--- config.mk ---
export PLATFORM = sky130hd
export DESIGN_NAME = stream_slot_allocator_core
export DESIGN_NICKNAME = d
export VERILOG_FILES = /design/src/sv/ssa_pkg.sv /design/src/sv/ssa_cfg_regs.sv /design/src/sv/ssa_alloc.sv /design/src/sv/stream_slot_allocator_core.sv
export VERILOG_INCLUDE_DIRS = /design/src /design/src/sv
export SDC_FILE = /design/constraint.sdc
export NUM_CORES = 1
export LEC_CHECK = 0
export BUFFER_PORTS_ARGS = -buffer_cell sky130_fd_sc_hd__buf_2
export CORE_MARGIN = 8
export CORE_UTILIZATION = 54
export DETAILED_ROUTE_END_ITERATION = 7
export GPL_TIMING_DRIVEN = 0
export PLACE_DENSITY = 0.8
export SETUP_SLACK_MARGIN = 0.02
export SYNTH_ARGS = -nofsm -noshare
export SYNTH_HDL_FRONTEND = slang
export SYNTH_SLANG_ARGS = --single-unit
--- constraint.sdc ---
create_clock -name clk -period 7.8 [get_ports clk]
set_input_delay 1.56 -clock clk [delete_from_list [all_inputs] [get_ports clk]]
set_output_delay 1.56 -clock clk [all_outputs]
set_load 0.02 [all_outputs]
--- src/sv/stream_slot_allocator_core_assert.svh ---
// Assertion macros for the slot allocator.
// Used by the allocation core; no other dependencies.
`ifndef STREAM_SLOT_ALLOCATOR_CORE_ASSERT_SVH
`define STREAM_SLOT_ALLOCATOR_CORE_ASSERT_SVH

// Check a condition in the same cycle as its trigger.
`define SSA_ASSERT_NOW(label, clk, rst_n, ante, cons) \
	label: assert property (@(posedge clk) disable iff (!rst_n) (ante) |-> (cons)) \
		else $error("slot allocator check failed");

// Check a condition in the cycle after its trigger.
`define SSA_ASSERT_NEXT(label, clk, rst_n, ante, cons) \
	label: assert property (@(posedge clk) disable iff (!rst_n) (ante) |=> (cons)) \
		else $error("slot allocator check failed");

`endif

--- src/sv/ssa_pkg.sv ---
// Types and constants shared by the slot allocator modules.
// No dependencies.
package ssa_pkg;

	localparam int ADDR_W = 3;
	localparam int DATA_W = 32;
	localparam int SNAP_W = 32;
	localparam int OFS_W  = 21;

	localparam logic [15:0] SLOT_SIZE_RST  = 16'd256;
	localparam logic [5:0]  SLOT_COUNT_RST = 6'd32;

	typedef enum logic {
		REG_SLOT_SIZE  = 1'b0,
		REG_SLOT_COUNT = 1'b1
	} reg_idx_t;

	typedef enum logic [1:0] {
		ST_OK        = 2'd0,
		ST_TOO_LARGE = 2'd1,
		ST_NO_SLOT   = 2'd2
	} status_t;

	typedef struct packed {
		logic [15:0] slot_size;
		logic [5:0]  slot_count;
	} cfg_t;

	typedef struct packed {
		logic [15:0]       data_length;
		logic [SNAP_W-1:0] flags_snapshot;
	} req_t;

	typedef struct packed {
		status_t          status;
		logic [4:0]       slot_index;
		logic [OFS_W-1:0] data_offset;
		logic [OFS_W-1:0] meta_offset;
		logic [15:0]      length_out;
		logic             flag_value;
		logic [31:0]      sequence_number;
	} rsp_t;

endpackage

--- src/sv/ssa_cfg_regs.sv ---
// APB configuration registers: slot size and slot count.
// Depends on ssa_pkg.
module ssa_cfg_regs import ssa_pkg::*; (
	input  logic              clk,
	input  logic              arst_n,
	input  logic              psel,
	input  logic              penable,
	input  logic              pwrite,
	input  logic [ADDR_W-1:0] paddr,
	input  logic [DATA_W-1:0] pwdata,
	output logic [DATA_W-1:0] prdata,
	output logic              pready,
	output cfg_t              cfg
);

	cfg_t     cfg_q;
	reg_idx_t idx;
	logic     wr_en;

	assign pready = 1'b1;
	assign idx    = reg_idx_t'(paddr[2]);
	assign wr_en  = psel && penable && pwrite && pready;
	assign cfg    = cfg_q;

	always_ff @(posedge clk or negedge arst_n) begin
		if (!arst_n) begin
			cfg_q.slot_size  <= SLOT_SIZE_RST;
			cfg_q.slot_count <= SLOT_COUNT_RST;
		end else if (wr_en) begin
			case (idx)
				REG_SLOT_SIZE:  cfg_q.slot_size  <= pwdata[15:0];
				REG_SLOT_COUNT: cfg_q.slot_count <= pwdata[5:0];
				default: ;
			endcase
		end
	end

	always_comb begin
		case (idx)
			REG_SLOT_SIZE:  prdata = DATA_W'(cfg_q.slot_size);
			REG_SLOT_COUNT: prdata = DATA_W'(cfg_q.slot_count);
			default:        prdata = '0;
		endcase
	end

endmodule

--- src/sv/ssa_alloc.sv ---
// Allocation core: ownership flags, free mask, sequence counter and the
// combinational reclaim / pick / offset logic. Depends on ssa_pkg.
module ssa_alloc import ssa_pkg::*; #(
	parameter int MAX_SLOTS = 32
) (
	input  logic clk,
	input  logic arst_n,
	input  cfg_t cfg,
	input  logic fire,
	input  req_t req,
	output rsp_t rsp
);

	`include "stream_slot_allocator_core_assert.svh"

	localparam int SW = (MAX_SLOTS > 1) ? $clog2(MAX_SLOTS) : 1;

	logic [MAX_SLOTS-1:0] flags_q, free_q;
	logic [31:0]          ctr_q;

	logic [6:0]           cnt;
	logic [MAX_SLOTS-1:0] act, snap_ext, diff, avail0, avail, onehot;
	logic [MAX_SLOTS-1:0] flags_cur, free_cur;
	logic                 too_large, need_rec, found;
	logic [SW-1:0]        slot;
	logic [SW+4:0]        slot_x;
	logic [SW+20:0]       data_prod;
	logic [23:0]          meta_sum;

	assign cnt = ({1'b0, cfg.slot_count} > 7'(MAX_SLOTS)) ? 7'(MAX_SLOTS)
		: {1'b0, cfg.slot_count};

	for (genvar g = 0; g < MAX_SLOTS; g++) begin : g_lane
		assign act[g] = 7'(g) < cnt;
		if (g < SNAP_W) begin : g_snap
			assign snap_ext[g] = req.flags_snapshot[g];
		end else begin : g_nosnap
			assign snap_ext[g] = 1'b0;
		end
	end

	assign too_large = req.data_length > cfg.slot_size;
	assign avail0    = free_q & act;
	assign need_rec  = (avail0 == '0);
	// reclaim only slots whose consumer flag has toggled
	assign diff      = (snap_ext ^ flags_q) & act;
	assign flags_cur = need_rec ? (flags_q ^ diff) : flags_q;
	assign free_cur  = need_rec ? (free_q | diff) : free_q;
	assign avail     = free_cur & act;
	assign found     = |avail;
	assign onehot    = avail & (~avail + MAX_SLOTS'(1));

	always_comb begin
		slot = '0;
		for (int i = 0; i < MAX_SLOTS; i++) begin
			if (onehot[i])
				slot = slot | SW'(i);
		end
	end

	assign slot_x    = (SW+5)'(slot);
	assign data_prod = (SW+21)'(slot) * (SW+21)'(cfg.slot_size);
	assign meta_sum  = 24'(cnt) * 24'(cfg.slot_size) + 24'(slot);

	always_comb begin
		rsp = '0;
		if (too_large) begin
			rsp.status = ST_TOO_LARGE;
		end else if (!found) begin
			rsp.status = ST_NO_SLOT;
		end else begin
			rsp.status          = ST_OK;
			rsp.slot_index      = slot_x[4:0];
			rsp.data_offset     = data_prod[OFS_W-1:0];
			rsp.meta_offset     = meta_sum[OFS_W-1:0];
			rsp.length_out      = req.data_length;
			rsp.flag_value      = flags_cur[slot];
			rsp.sequence_number = ctr_q;
		end
	end

	always_ff @(posedge clk or negedge arst_n) begin
		if (!arst_n) begin
			flags_q <= '0;
			free_q  <= '1;
			ctr_q   <= '0;
		end else if (fire && !too_large) begin
			flags_q <= flags_cur;
			if (found) begin
				free_q <= free_cur & ~onehot;
				ctr_q  <= ctr_q + 32'd1;
			end else begin
				free_q <= free_cur;
			end
		end
	end

	`SSA_ASSERT_NEXT(a_seq_adv, clk, arst_n, fire && rsp.status == ST_OK,
		ctr_q == $past(ctr_q) + 32'd1)
	`SSA_ASSERT_NEXT(a_idle_hold, clk, arst_n, !fire,
		$stable(flags_q) && $stable(free_q) && $stable(ctr_q))
	`SSA_ASSERT_NOW(a_pick_onehot, clk, arst_n, found, $onehot(onehot) && ((onehot & act) == onehot))
	`SSA_ASSERT_NEXT(a_too_large_nop, clk, arst_n, fire && too_large,
		$stable(flags_q) && $stable(free_q))

endmodule

--- src/sv/stream_slot_allocator_core.sv ---
// Slot allocator top level: request register, allocation core, result register.
// Requests wait in the request register, results in the result register.
// Throughput: one request per cycle unless a result stalls; the reclaim, pick and
// offset logic of the core sits in the single stage between the two registers.
// Reset (arst_n low): all slots free, flags and sequence number zero,
// slot size 256, slot count 32, no request or result held.
module stream_slot_allocator_core import ssa_pkg::*; #(
	parameter int MAX_SLOTS = 32
) (
	input  logic              clk,
	input  logic              arst_n,
	input  logic              psel,
	input  logic              penable,
	input  logic              pwrite,
	input  logic [ADDR_W-1:0] paddr,
	input  logic [DATA_W-1:0] pwdata,
	output logic [DATA_W-1:0] prdata,
	output logic              pready,
	input  logic              req_valid,
	output logic              req_stall,
	input  req_t              req,
	output logic              rsp_valid,
	input  logic              rsp_stall,
	output rsp_t              rsp
);

	cfg_t cfg;
	req_t req_s1;
	logic req_valid_s1;
	rsp_t rsp_c, rsp_q;
	logic rsp_valid_q;
	logic advance, accept;

	ssa_cfg_regs u_cfg (
		.clk    (clk),
		.arst_n (arst_n),
		.psel   (psel),
		.penable(penable),
		.pwrite (pwrite),
		.paddr  (paddr),
		.pwdata (pwdata),
		.prdata (prdata),
		.pready (pready),
		.cfg    (cfg)
	);

	ssa_alloc #(.MAX_SLOTS(MAX_SLOTS)) u_alloc (
		.clk   (clk),
		.arst_n(arst_n),
		.cfg   (cfg),
		.fire  (advance),
		.req   (req_s1),
		.rsp   (rsp_c)
	);

	// advance the held request when the result register is free or draining
	assign advance   = req_valid_s1 && (!rsp_valid_q || !rsp_stall);
	assign req_stall = req_valid_s1 && !advance;
	assign accept    = req_valid && !req_stall;
	assign rsp_valid = rsp_valid_q;
	assign rsp       = rsp_q;

	always_ff @(posedge clk or negedge arst_n) begin
		if (!arst_n) begin
			req_valid_s1 <= 1'b0;
		end else if (accept) begin
			req_valid_s1 <= 1'b1;
		end else if (advance) begin
			req_valid_s1 <= 1'b0;
		end
	end

	always_ff @(posedge clk) begin
		if (accept)
			req_s1 <= req;
	end

	always_ff @(posedge clk or negedge arst_n) begin
		if (!arst_n) begin
			rsp_valid_q <= 1'b0;
		end else if (advance) begin
			rsp_valid_q <= 1'b1;
		end else if (!rsp_stall) begin
			rsp_valid_q <= 1'b0;
		end
	end

	always_ff @(posedge clk) begin
		if (advance)
			rsp_q <= rsp_c;
	end

endmodule

==> run_results.csv, run 1 <==
group,metric,value,unit
global_routing,antenna_found_initial,2,
sta,maxSlewHeadroom,0.07320,
cells_and_area,areaGrowthSynthToFinish,24.96,%
sta,slew_viol_final,0,
global_routing,grt_pass1_wl,101800,um
worst_setup_path,worstSetupStartpointType,"flop",
worst_setup_path,setup.worst_path.end,"rsp[89]",
global_routing,track_usage,0.3176,
clock_tree,numCtsBuffers,30,
route,vias,17322,
sta,rsz0062_at_grt,"true",
die,die-area,41770,um2
cells_and_area,nets,2599,
sta,setup_viol,18,
run_status,failed_checks,"setup timing",
logic_synthesis,yosys_warnings,0,
route,drt_wl_total,69180,um
sta,min_period,8.612,ns
worst_setup_path,required,8.14,ns
route,initialDrtViolationCount,1677,
cells_and_area,n_fill_cell,2656,
die,die_height,204.4,um
worst_setup_path,ff2ff_setup_slack,-0.81,ns
worst_setup_path,crit_start,"u_cfg.cfg[5]",
place,gp_congestion,0.9534,
run,max_cap_violations,0,
worst_setup_path,reg2reg_depth,34,
logic_synthesis,synth.distinct_cells,88,
logic_synthesis,netlist_area,19160,um2
cells_and_area,drive_gt1_frac,0.2849,
die,rows,69,
clock_tree,cts.clk_slew.worst_paths,0.06,ns
place,io_buffers,187,
global_routing,grt_pass1_vias,17304,
sta,clock_skew,0.01459,ns
sta,fmax,116.1,MHz
logic_synthesis,synth-edff-count,146,
cells_and_area,finish.utilization,0.6797,
sta,worst_slack,-0.8117,ns
run_status,status,"finished, violations left",
worst_setup_path,critPathKind,"reg2reg",
route,ant_nets,0,
worst_setup_path,slowest_stage,"nor4_1",
global_routing,grt_overflow_total,0,
clock_tree,cts.sinks,266,
sta,hold_violations,0,
worst_setup_path,crit_path_max_fanout,10,
clock_tree,cts_max_path_buffers,3,
clock_tree,cts_tree,"done",
worst_setup_path,crit_path_max_incr_delay,0.68,ns
logic_synthesis,ys_ff_latch,266,
worst_setup_path,r2r-start,"u_cfg.cfg[5]",
place,hpwlAfterDp,50300,um
route,via_per_inst,6.184,
logic_synthesis,synthTopCellsByArea,"edfxtp_1, dfrtp_1, fa_1",
clock_tree,cts_root_buf,"clkbuf_16",
logic_synthesis,syn_area_per_cell,9.830,um2
die,start_util,0.5439,
logic_synthesis,async_flop_share,0.4511,
worst_setup_path,arrival,8.95,ns
die,die_w,204.4,um
logic_synthesis,ys.flop_type,"edfxtp_1",
die,core_area,35220,um2
route,wl_per_cell,24.70,um
route,dr.pass1.iters,5,
logic_synthesis,synth_top_cell_by_area,"edfxtp_1",
clock_tree,clk_latency,0.61,ns
die,io_pins,223,
route,post-route-drc-count,0,
sta,min_period_over_period,1.104,
worst_setup_path,r2r-end,"rsp[89]",
hold_path,min_path_type,"reg2reg",
global_routing,grt_max_degree,73,
clock_tree,htree_levels,1,
logic_synthesis,synth_top_area_frac,0.2288,
worst_setup_path,endpoint_kind,"flop",
logic_synthesis,synth_cells,1949,
logic_synthesis,ys_seq_area_frac,0.3878,
sta,tightestPinTransition,1.380,ns
critical path, delay by kind of cell, from the launching register on:
| family | cells | cell delay (ns) |
|---|---|---|
| xor+xnor | 1 | 0.20 |
| fa+ha+maj | 4 | 1.81 |
| compound gates | 13 | 2.46 |
| simple gates | 9 | 2.03 |
| buf+inv | 7 | 1.32 |
| flops | 1 | 0.50 |
how the worst min path moves through the flow:
stage | cells past startpoint | to | startpoint
3_5_place_dp | 1 | u_alloc.ctr_q[31] | u_alloc.ctr_q[31]
2_1_floorplan | 1 | u_alloc.ctr_q[31] | u_alloc.ctr_q[31]
5_1_grt | 1 | u_alloc.ctr_q[9] | u_alloc.ctr_q[9]
4_1_cts | 1 | u_alloc.ctr_q[31] | u_alloc.ctr_q[31]
3_3_place_gp | 1 | u_alloc.ctr_q[31] | u_alloc.ctr_q[31]
6_report | 1 | u_alloc.ctr_q[31] | u_alloc.ctr_q[31]
cell usage in the layout (no fill, tap or decap), drive strengths merged, types with 23 or more instances in the layout:
master | Yosys | final
xnor2 | 73 | 73
nand3 | 46 | 46
and3 | 68 | 68
clkbuf | 70 | 108
a21o | 28 | 28
ha | 95 | 95
nor2 | 154 | 154
dfrtp | 86 | 86
xor2 | 23 | 23
o21ai | 62 | 62
buf | 53 | 374
a21oi | 128 | 128
nor3 | 43 | 43
mux2i | 29 | 29
edfxtp | 146 | 146
nand2 | 215 | 215
dfstp | 34 | 34
inv | 143 | 145
and2 | 45 | 45
a31oi | 30 | 30
fa | 100 | 100
mux2 | 48 | 48
cell families after synthesis:
kind of cell,share of synthesized area
AND/OR/NAND/NOR,0.1688
AO/OA/AOI/OAI,0.1302
flip-flops,0.3878
buffers and inverters,0.05903
adder cells (fa/ha/maj),0.1665
XOR/XNOR,0.04388
multiplexers,0.04336
other,0.0003920
flip-flops by register name (all words and copies together), names as in the netlist:
register,flops
u_alloc.flags_q,32
u_alloc.ctr_q,32
rsp,98
rsp_valid,1
u_cfg.cfg,22
u_alloc.free_q,32
req_s1,48
req_valid_s1,1
per-layer routing:
layer  track usage  vias up  wire length, um
met4        0.1857        0             4828
met3       0.06007      272             6253
met5             0        -                0
met2        0.5174     1019            32130
met1        0.3911     8499            25980
li1              -     7532                -
synth_stat cells (all sizes together), types with 5 or more instances:
cell	number
nand2	215
nor2	154
edfxtp	146
inv	143
a21oi	128
fa	100
ha	95
dfrtp	86
xnor2	73
clkbuf	70
and3	68
o21ai	62
buf	53
mux2	48
nand3	46
and2	45
nor3	43
dfstp	34
a31oi	30
mux2i	29
a21o	28
xor2	23
nand4	17
o211ai	15
a211oi	14
or2	12
a41oi	11
nand2b	11
o21bai	11
or3	11
nor4	10
a21boi	9
o21a	9
nor2b	8
o31ai	8
a22oi	7
nand4b	6
nor3b	6
o31a	6
or4	5
through the flow:
step | cell area (um2) | worst slack (ns) | TNS (ns) | std cells | hold WS [ns]
6_report | 23940 | -0.8117 | -9.374 | 2801 | 0.4782
5_1_grt | 23940 | -0.9527 | -11.56 | 2801 | 0.5058
3_5_place_dp | 20920 | -2.824 | -54.19 | 2615 | 0.4592
4_1_cts | 23430 | -0.7044 | -4.510 | 2771 | 0.4708
3_3_place_gp | 20840 | -2.902 | -98.05 | 2612 | 0.4527
2_1_floorplan | 19330 | -0.09846 | -0.2292 | 1964 | 0.4375
timing repair:
item	in CTS	in global routing
pin swaps	93	75
resized for setup	161	71
hold buffers	0	0
endpoints found under the setup margin	34	21
cloned	1	0
buffers inserted	107	33
endpoints found under the hold margin	0	0
area by class of cell:
type	instances	area, um2	area share
Multi-Input combinational cell	1432	11490	0.4800
Sequential cell	266	7437	0.3106
Timing Repair Buffer	324	2145	0.08957
Clock buffer	42	855.8	0.03575
Buffer	117	698.2	0.02916
Tap cell	461	576.8	0.02409
Inverter	143	545.5	0.02279
Clock inverter	14	187.7	0.007839
Antenna cell	2	5.005	0.0002090
Power of run 1 is not shown: default switching activity piles up to over one toggle a cycle in this logic, so the estimate is an artifact.
==> run 2: changes to the inputs <==
--- a/config.mk
+++ b/config.mk
@@ -7,11 +7,13 @@
 export NUM_CORES = 1
 export LEC_CHECK = 0
 export BUFFER_PORTS_ARGS = -buffer_cell sky130_fd_sc_hd__buf_2
+export CELL_PAD_IN_SITES_DETAIL_PLACEMENT = 1
+export CELL_PAD_IN_SITES_GLOBAL_PLACEMENT = 2
 export CORE_MARGIN = 8
-export CORE_UTILIZATION = 54
+export CORE_UTILIZATION = 34
 export DETAILED_ROUTE_END_ITERATION = 7
 export GPL_TIMING_DRIVEN = 0
-export PLACE_DENSITY = 0.8
+export PLACE_DENSITY = 0.79
 export SETUP_SLACK_MARGIN = 0.02
 export SYNTH_ARGS = -nofsm -noshare
 export SYNTH_HDL_FRONTEND = slang
==> run_results.csv, run 2 (synthesis gave the netlist of run 1 again) <==
group,metric,value,unit
run_status,status,"finished, violations left",
run_status,failed_checks,"setup timing",
worst_setup_path,ff2ff_setup_slack,-0.65,ns
sta,min_period,8.448,ns
cells_and_area,finish.utilization,0.4349,
worst_setup_path,worstSetupStartpointType,"flop",
run,max_cap_violations,0,
die,die_w,253.4,um
clock_tree,cts.clk_slew.worst_paths,0.06,ns
sta,hold_violations,0,
die,die-area,64200,um2
cells_and_area,drive_gt1_frac,0.2837,
global_routing,track_usage,0.2358,
hold_path,hold_path.startpoint,"u_alloc.ctr_q[31]",
worst_setup_path,crit_path_max_fanout,10,
worst_setup_path,required,8.09,ns
route,vias,16883,
die,die_height,253.4,um
die,rows,87,
place,dpl.cell_count,2911,
cells_and_area,largest_reg_flops,98,
clock_tree,cts_root_buf,"clkbuf_16",
worst_setup_path,arrival,8.74,ns
die,io_pins,223,
clock_tree,cts_max_path_buffers,3,
worst_setup_path,endpoint_kind,"flop",
clock_tree,htree_levels,2,
clock_tree,cts.sinks,266,
route,initialDrtViolationCount,1026,
route,wl_per_cell,24.90,um
global_routing,grt_max_degree,75,
worst_setup_path,r2r-end,"rsp[90]",
route,post-route-drc-count,0,
clock_tree,clk_latency,0.57,ns
clock_tree,numCtsBuffers,35,
sta,setup_viol,15,
sta,min_period_over_period,1.083,
global_routing,grt_overflow_total,0,
worst_setup_path,slowest_stage,"fa_1",
place,io_buffers,187,
sta,worst_slack,-0.6484,ns
place,gp_congestion,0.9555,
hold_path,holdPathEnd,"u_alloc.ctr_q[31]",
clock_tree,cts_tree,"done",
route,dr.pass1.iters,5,
sta,rsz0062_at_grt,"true",
cells_and_area,mostFrequentLayoutCells,"nand2_1, buf_2, nor2_1, edfxtp_1, inv_1",
hold_path,holdPathStages,1,
route,ant_nets,0,
worst_setup_path,r2r-start,"u_cfg.cfg[5]",
global_routing,grt_pass1_wl,115300,um
worst_setup_path,crit_path_max_incr_delay,0.53,ns
die,core_area,56060,um2
global_routing,antenna_found_initial,2,
die,start_util,0.3418,
sta,clock_skew,0.02818,ns
cells_and_area,final_common_cell,"nand2_1",
sta,tightestPinTransition,1.161,ns
sta,fin_tns_setup,-5.034,ns
sta,fmax,118.4,MHz
place,hpwlAfterDp,57210,um
sta,maxSlewHeadroom,0.2225,
worst_setup_path,critPathKind,"reg2reg",
route,drt_wl_total,76860,um
hold_path,min_path_type,"reg2reg",
clock_tree,hold_buffers,0,
cells_and_area,areaGrowthSynthToFinish,27.26,%
worst_setup_path,reg2reg_depth,36,
sta,slew_viol_final,0,
cells_and_area,nets,2588,
global_routing,grt_pass1_vias,18433,
place,place_ws,-3.129,ns
route,via_per_inst,5.469,
cells_and_area,fin_cells,3087,
## run 2: worst max-delay path by stage
stage	startpoint	endpoint	slack, ns	cells past startpoint
floorplan	u_cfg.cfg[2]	rsp[90]	-0.1	36
global placement	u_cfg.cfg[4]	rsp[90]	-3.17	36
detailed placement	u_cfg.cfg[0]	rsp[90]	-3.13	36
CTS	u_cfg.cfg[4]	rsp[90]	-0.80	36
global route	u_cfg.cfg[5]	rsp[89]	-0.94	36
finish	u_cfg.cfg[5]	rsp[90]	-0.65	36
## run 2: stage by stage
stage / instance area [um2] / hold WS (ns)
floorplan: 19330 / 0.4375
finish: 24380 / 0.4783
global route: 24380 / 0.5010
detailed placement: 21300 / 0.4632
global placement: 21210 / 0.4570
CTS: 23970 / 0.4745
## run 2: what timing repair did
| action | 4_1_cts | 5_1_grt |
|---|---|---|
| setup endpoints to repair | 36 | 21 |
| cloned | 2 | 1 |
| buffers inserted | 91 | 35 |
| pin swaps | 75 | 48 |
| resized for setup | 169 | 83 |
## run 2: critical path: cells and delay by family, from the launching register on
family | cells | cell delay (ns)
flip-flops | 1 | 0.37
XOR/XNOR | 1 | 0.18
buffers and inverters | 7 | 1.11
AND/OR/NAND/NOR | 11 | 2.27
adder cells (fa/ha/maj) | 4 | 1.71
AO/OA/AOI/OAI | 13 | 2.52
## run 2: cell type report
cell class	count	area, um2
flip-flops and latches	266	7433
well taps	756	945.9
multi-input cells	1432	11470
plain buffers	118	773.2
clock buffers	40	914.6
clock inverters	24	299.0
fillers	6303	31680
diodes	1	2.502
inverters	143	548.0
repair buffers	307	1997
## run 2: per-layer routing
metal,global-route usage,part of all wire,vias to the layer above
li1,-,-,7509
met4,0.08251,0.038,4
met5,0,0.00035,-
met3,0.04156,0.060,163
met2,0.3907,0.47,589
met1,0.3079,0.43,8618
Power of run 2 is left out for the same reason.
==> run 3: changes to the inputs <==
--- a/config.mk
+++ b/config.mk
@@ -10,11 +10,12 @@
 export CELL_PAD_IN_SITES_DETAIL_PLACEMENT = 1
 export CELL_PAD_IN_SITES_GLOBAL_PLACEMENT = 2
 export CORE_MARGIN = 8
-export CORE_UTILIZATION = 34
+export CORE_UTILIZATION = 35
 export DETAILED_ROUTE_END_ITERATION = 7
 export GPL_TIMING_DRIVEN = 0
-export PLACE_DENSITY = 0.79
+export PLACE_DENSITY = 0.8
 export SETUP_SLACK_MARGIN = 0.02
 export SYNTH_ARGS = -nofsm -noshare
 export SYNTH_HDL_FRONTEND = slang
+export SYNTH_HIERARCHICAL = 1
 export SYNTH_SLANG_ARGS = --single-unit
==> run_results.csv, run 3 <==
group,metric,value,unit
run_status,status,"finished, violations left",
run_status,failed_checks,"setup timing",
logic_synthesis,synth.distinct_cells,106,
cells_and_area,fin_cells,3059,
logic_synthesis,ys.flop_type,"edfxtp_1",
global_routing,gr-usage-met3,0.02943,
global_routing,grt.busiest_layer,"met2",
worst_setup_path,endpoint_kind,"flop",
logic_synthesis,async_flop_share,0.4511,
worst_setup_path,critPathKind,"reg2reg",
sta,clock_skew,0.02458,ns
clock_tree,cts_root_buf,"clkbuf_16",
global_routing,grt_overflow_total,0,
die,rows,86,
worst_setup_path,path_depth,36,
die,start_util,0.3520,
worst_setup_path,cpLargestDelayFamily,"compound AO/OA/AOI/OAI gates",
global_routing,grt_pass1_wl,108900,um
sta,tightestPinTransition,1.139,ns
logic_synthesis,syn_area_per_cell,10.08,um2
die,core_area,54880,um2
logic_synthesis,synthTopCellsByArea,"edfxtp_1, dfrtp_1, fa_1",
logic_synthesis,synth_cells,1916,
clock_tree,cts_tree,"done",
run,max_cap_violations,0,
clock_tree,cts_max_path_buffers,3,
route,drt_wl_total,72730,um
worst_setup_path,reg2reg_depth,36,
die,die-area,62970,um2
cells_and_area,mostFrequentLayoutCells,"nand2_1, buf_2, buf_4",
worst_setup_path,crit_path_max_incr_delay,0.58,ns
sta,min_period_over_period,1.047,
sta,worst_slack,-0.3635,ns
logic_synthesis,synth_top_family_by_area,"simple AND/OR/NAND/NOR gates",
place,dpl.cell_count,2826,
cells_and_area,drive_gt1_frac,0.3250,
route,initialDrtViolationCount,798,
place,gp_congestion,0.9187,
route,post-route-drc-count,0,
worst_setup_path,slowest_stage,"or4b_4",
die,die_w,250.9,um
cells_and_area,areaGrowthSynthToFinish,30.14,%
sta,hold_violations,0,
place,hpwlAfterDp,52640,um
sta,fmax,122.5,MHz
worst_setup_path,path_common_cell,"o21ai_2",
sta,rsz0062_at_grt,"true",
route,vias,16525,
logic_synthesis,ys_ff_latch,266,
worst_setup_path,worstSetupStartpointType,"flop",
logic_synthesis,ys_seq_area_frac,0.3846,
global_routing,grt_pass1_vias,17890,
global_routing,met2_usage,0.3843,
clock_tree,hold_buffers,0,
logic_synthesis,synth_xor_area_frac,0.03990,
worst_setup_path,arrival,8.42,ns
place,placed_area,21330,um2
route,wl_per_cell,23.78,um
global_routing,use_met1,0.2744,
logic_synthesis,synth_top_area_frac,0.2270,
clock_tree,cts.sinks,266,
worst_setup_path,required,8.05,ns
cells_and_area,design_area,25140,um2
logic_synthesis,synth-edff-count,146,
hold_path,min_path_type,"reg2reg",
sta,whs,0.4721,ns
logic_synthesis,yosysMostFrequentCell,"nand2_1",
cells_and_area,final_common_cell,"nand2_1",
logic_synthesis,synth_common_cells,"nand2_1, inv_1, edfxtp_1, nor2_1, a21oi_1",
route,via_per_inst,5.402,
logic_synthesis,synthAdderAreaFrac,0.1652,
clock_tree,clk_latency,0.56,ns
worst_setup_path,worst-path-buf-inv,7,
die,io_pins,223,
sta,min_period,8.163,ns
logic_synthesis,netlist_area,19320,um2
logic_synthesis,synth_top_cell_by_area,"edfxtp_1",
hold_path,holdPathStages,1,
global_routing,track_usage,0.2230,
clock_tree,htree_levels,2,
sta,slew_viol_final,0,
route,dr.pass1.iters,5,
route,ant_nets,0,
logic_synthesis,synth.area.mux_share,0.05298,
clock_tree,cts.clk_slew.worst_paths,0.06,ns
worst_setup_path,crit_path_max_fanout,6,
global_routing,grt_max_degree,75,
global_routing,antenna_found_initial,2,
place,place_ws,-2.633,ns
place,io_buffers,186,
sta,setup_viol,9,
logic_synthesis,synth_simple_gate_area_share,0.1764,
logic_synthesis,synth-compound-area-share,0.1178,
sta,maxSlewHeadroom,0.2405,
die,die_height,250.9,um
cells_and_area,largest_reg_flops,98,
clock_tree,numCtsBuffers,34,
cells_and_area,nets,2610,
logic_synthesis,yosys_warnings,6,
-- run 3: changes by cell type in the layout (fill, tap and decap cells not counted), sizes merged, moves of 11 or more --
cell / delta
and3: -54
nand3: -17
o21ai: -12
inv: +24
and2: +65
xnor2: -15
a21oi: -14
a31oi: -15
buf: +56
mux2i: +11
nor2b: +27
nor2: -22
-- run 3: worst reg2reg max path: cells and delay by family (launching register included) --
family          cells  cell delay [ns]
compound gates     15             2.69
fa+ha+maj           4             1.80
simple gates        9             1.77
buf+inv             7             1.03
flops               1             0.41
xor+xnor            1             0.16
-- run 3: cells by family after synthesis --
logic type	Yosys count
and+or+nand+nor	665
AOI/OAI and AO/OA	331
buffers and inverters	277
DFF	266
adders and majority gates	195
muxes	92
xor gates and xnor gates	88
other	2
-- run 3: timing repair --
| item | CTS | global route |
|---|---|---|
| pin swaps | 85 | 49 |
| resized for setup | 245 | 77 |
| endpoints found under the setup margin | 31 | 18 |
| gates cloned | 3 | 1 |
| buffers inserted | 117 | 54 |
-- run 3: final cells by class --
type	count	area [um2]
Clock inverter	18	187.7
Multi-Input combinational cell	1388	11790
Inverter	165	624.3
Buffer	106	749.5
Sequential cell	266	7438
Antenna cell	4	10.01
Tap cell	704	880.8
Clock buffer	44	908.4
Timing Repair Buffer	364	2554
Fill cell	6074	29740
-- run 3: layer usage --
metal / wire length, um / vias up
li1: - / 7417
met1: 30480 / 8493
met2: 35780 / 440
met3: 2865 / 175
met4: 3604 / 0
met5: 0 / -
-- run 3: path summary, 6_finish.rpt --
| kind | from | to | slack [ns] |
|---|---|---|---|
| worst max register to register | u_cfg/cfg[4] | rsp[88] | -0.36 |
| worst min register to register | u_alloc/ctr_q[31] | u_alloc/ctr_q[31] | 0.47 |
| min in group asynchronous | arst_n | u_alloc/flags_q[9] | 0.96 |
| worst max-delay path | u_cfg/cfg[4] | rsp[88] | -0.36 |
| max in group asynchronous | arst_n | u_cfg/cfg[1] | 5.99 |
| worst min-delay path | u_alloc/ctr_q[31] | u_alloc/ctr_q[31] | 0.47 |
-- run 3: metrics by stage --
stage	util	TNS (ns)
after floorplan	-	0
after global placement	0.3865	-115.20
after detailed placement	0.3888	-43.75
after CTS	0.4459	-0.9944
after global routing	0.4580	-3.871
final	0.4581	-1.689
Power of run 3 is left out for the same reason.
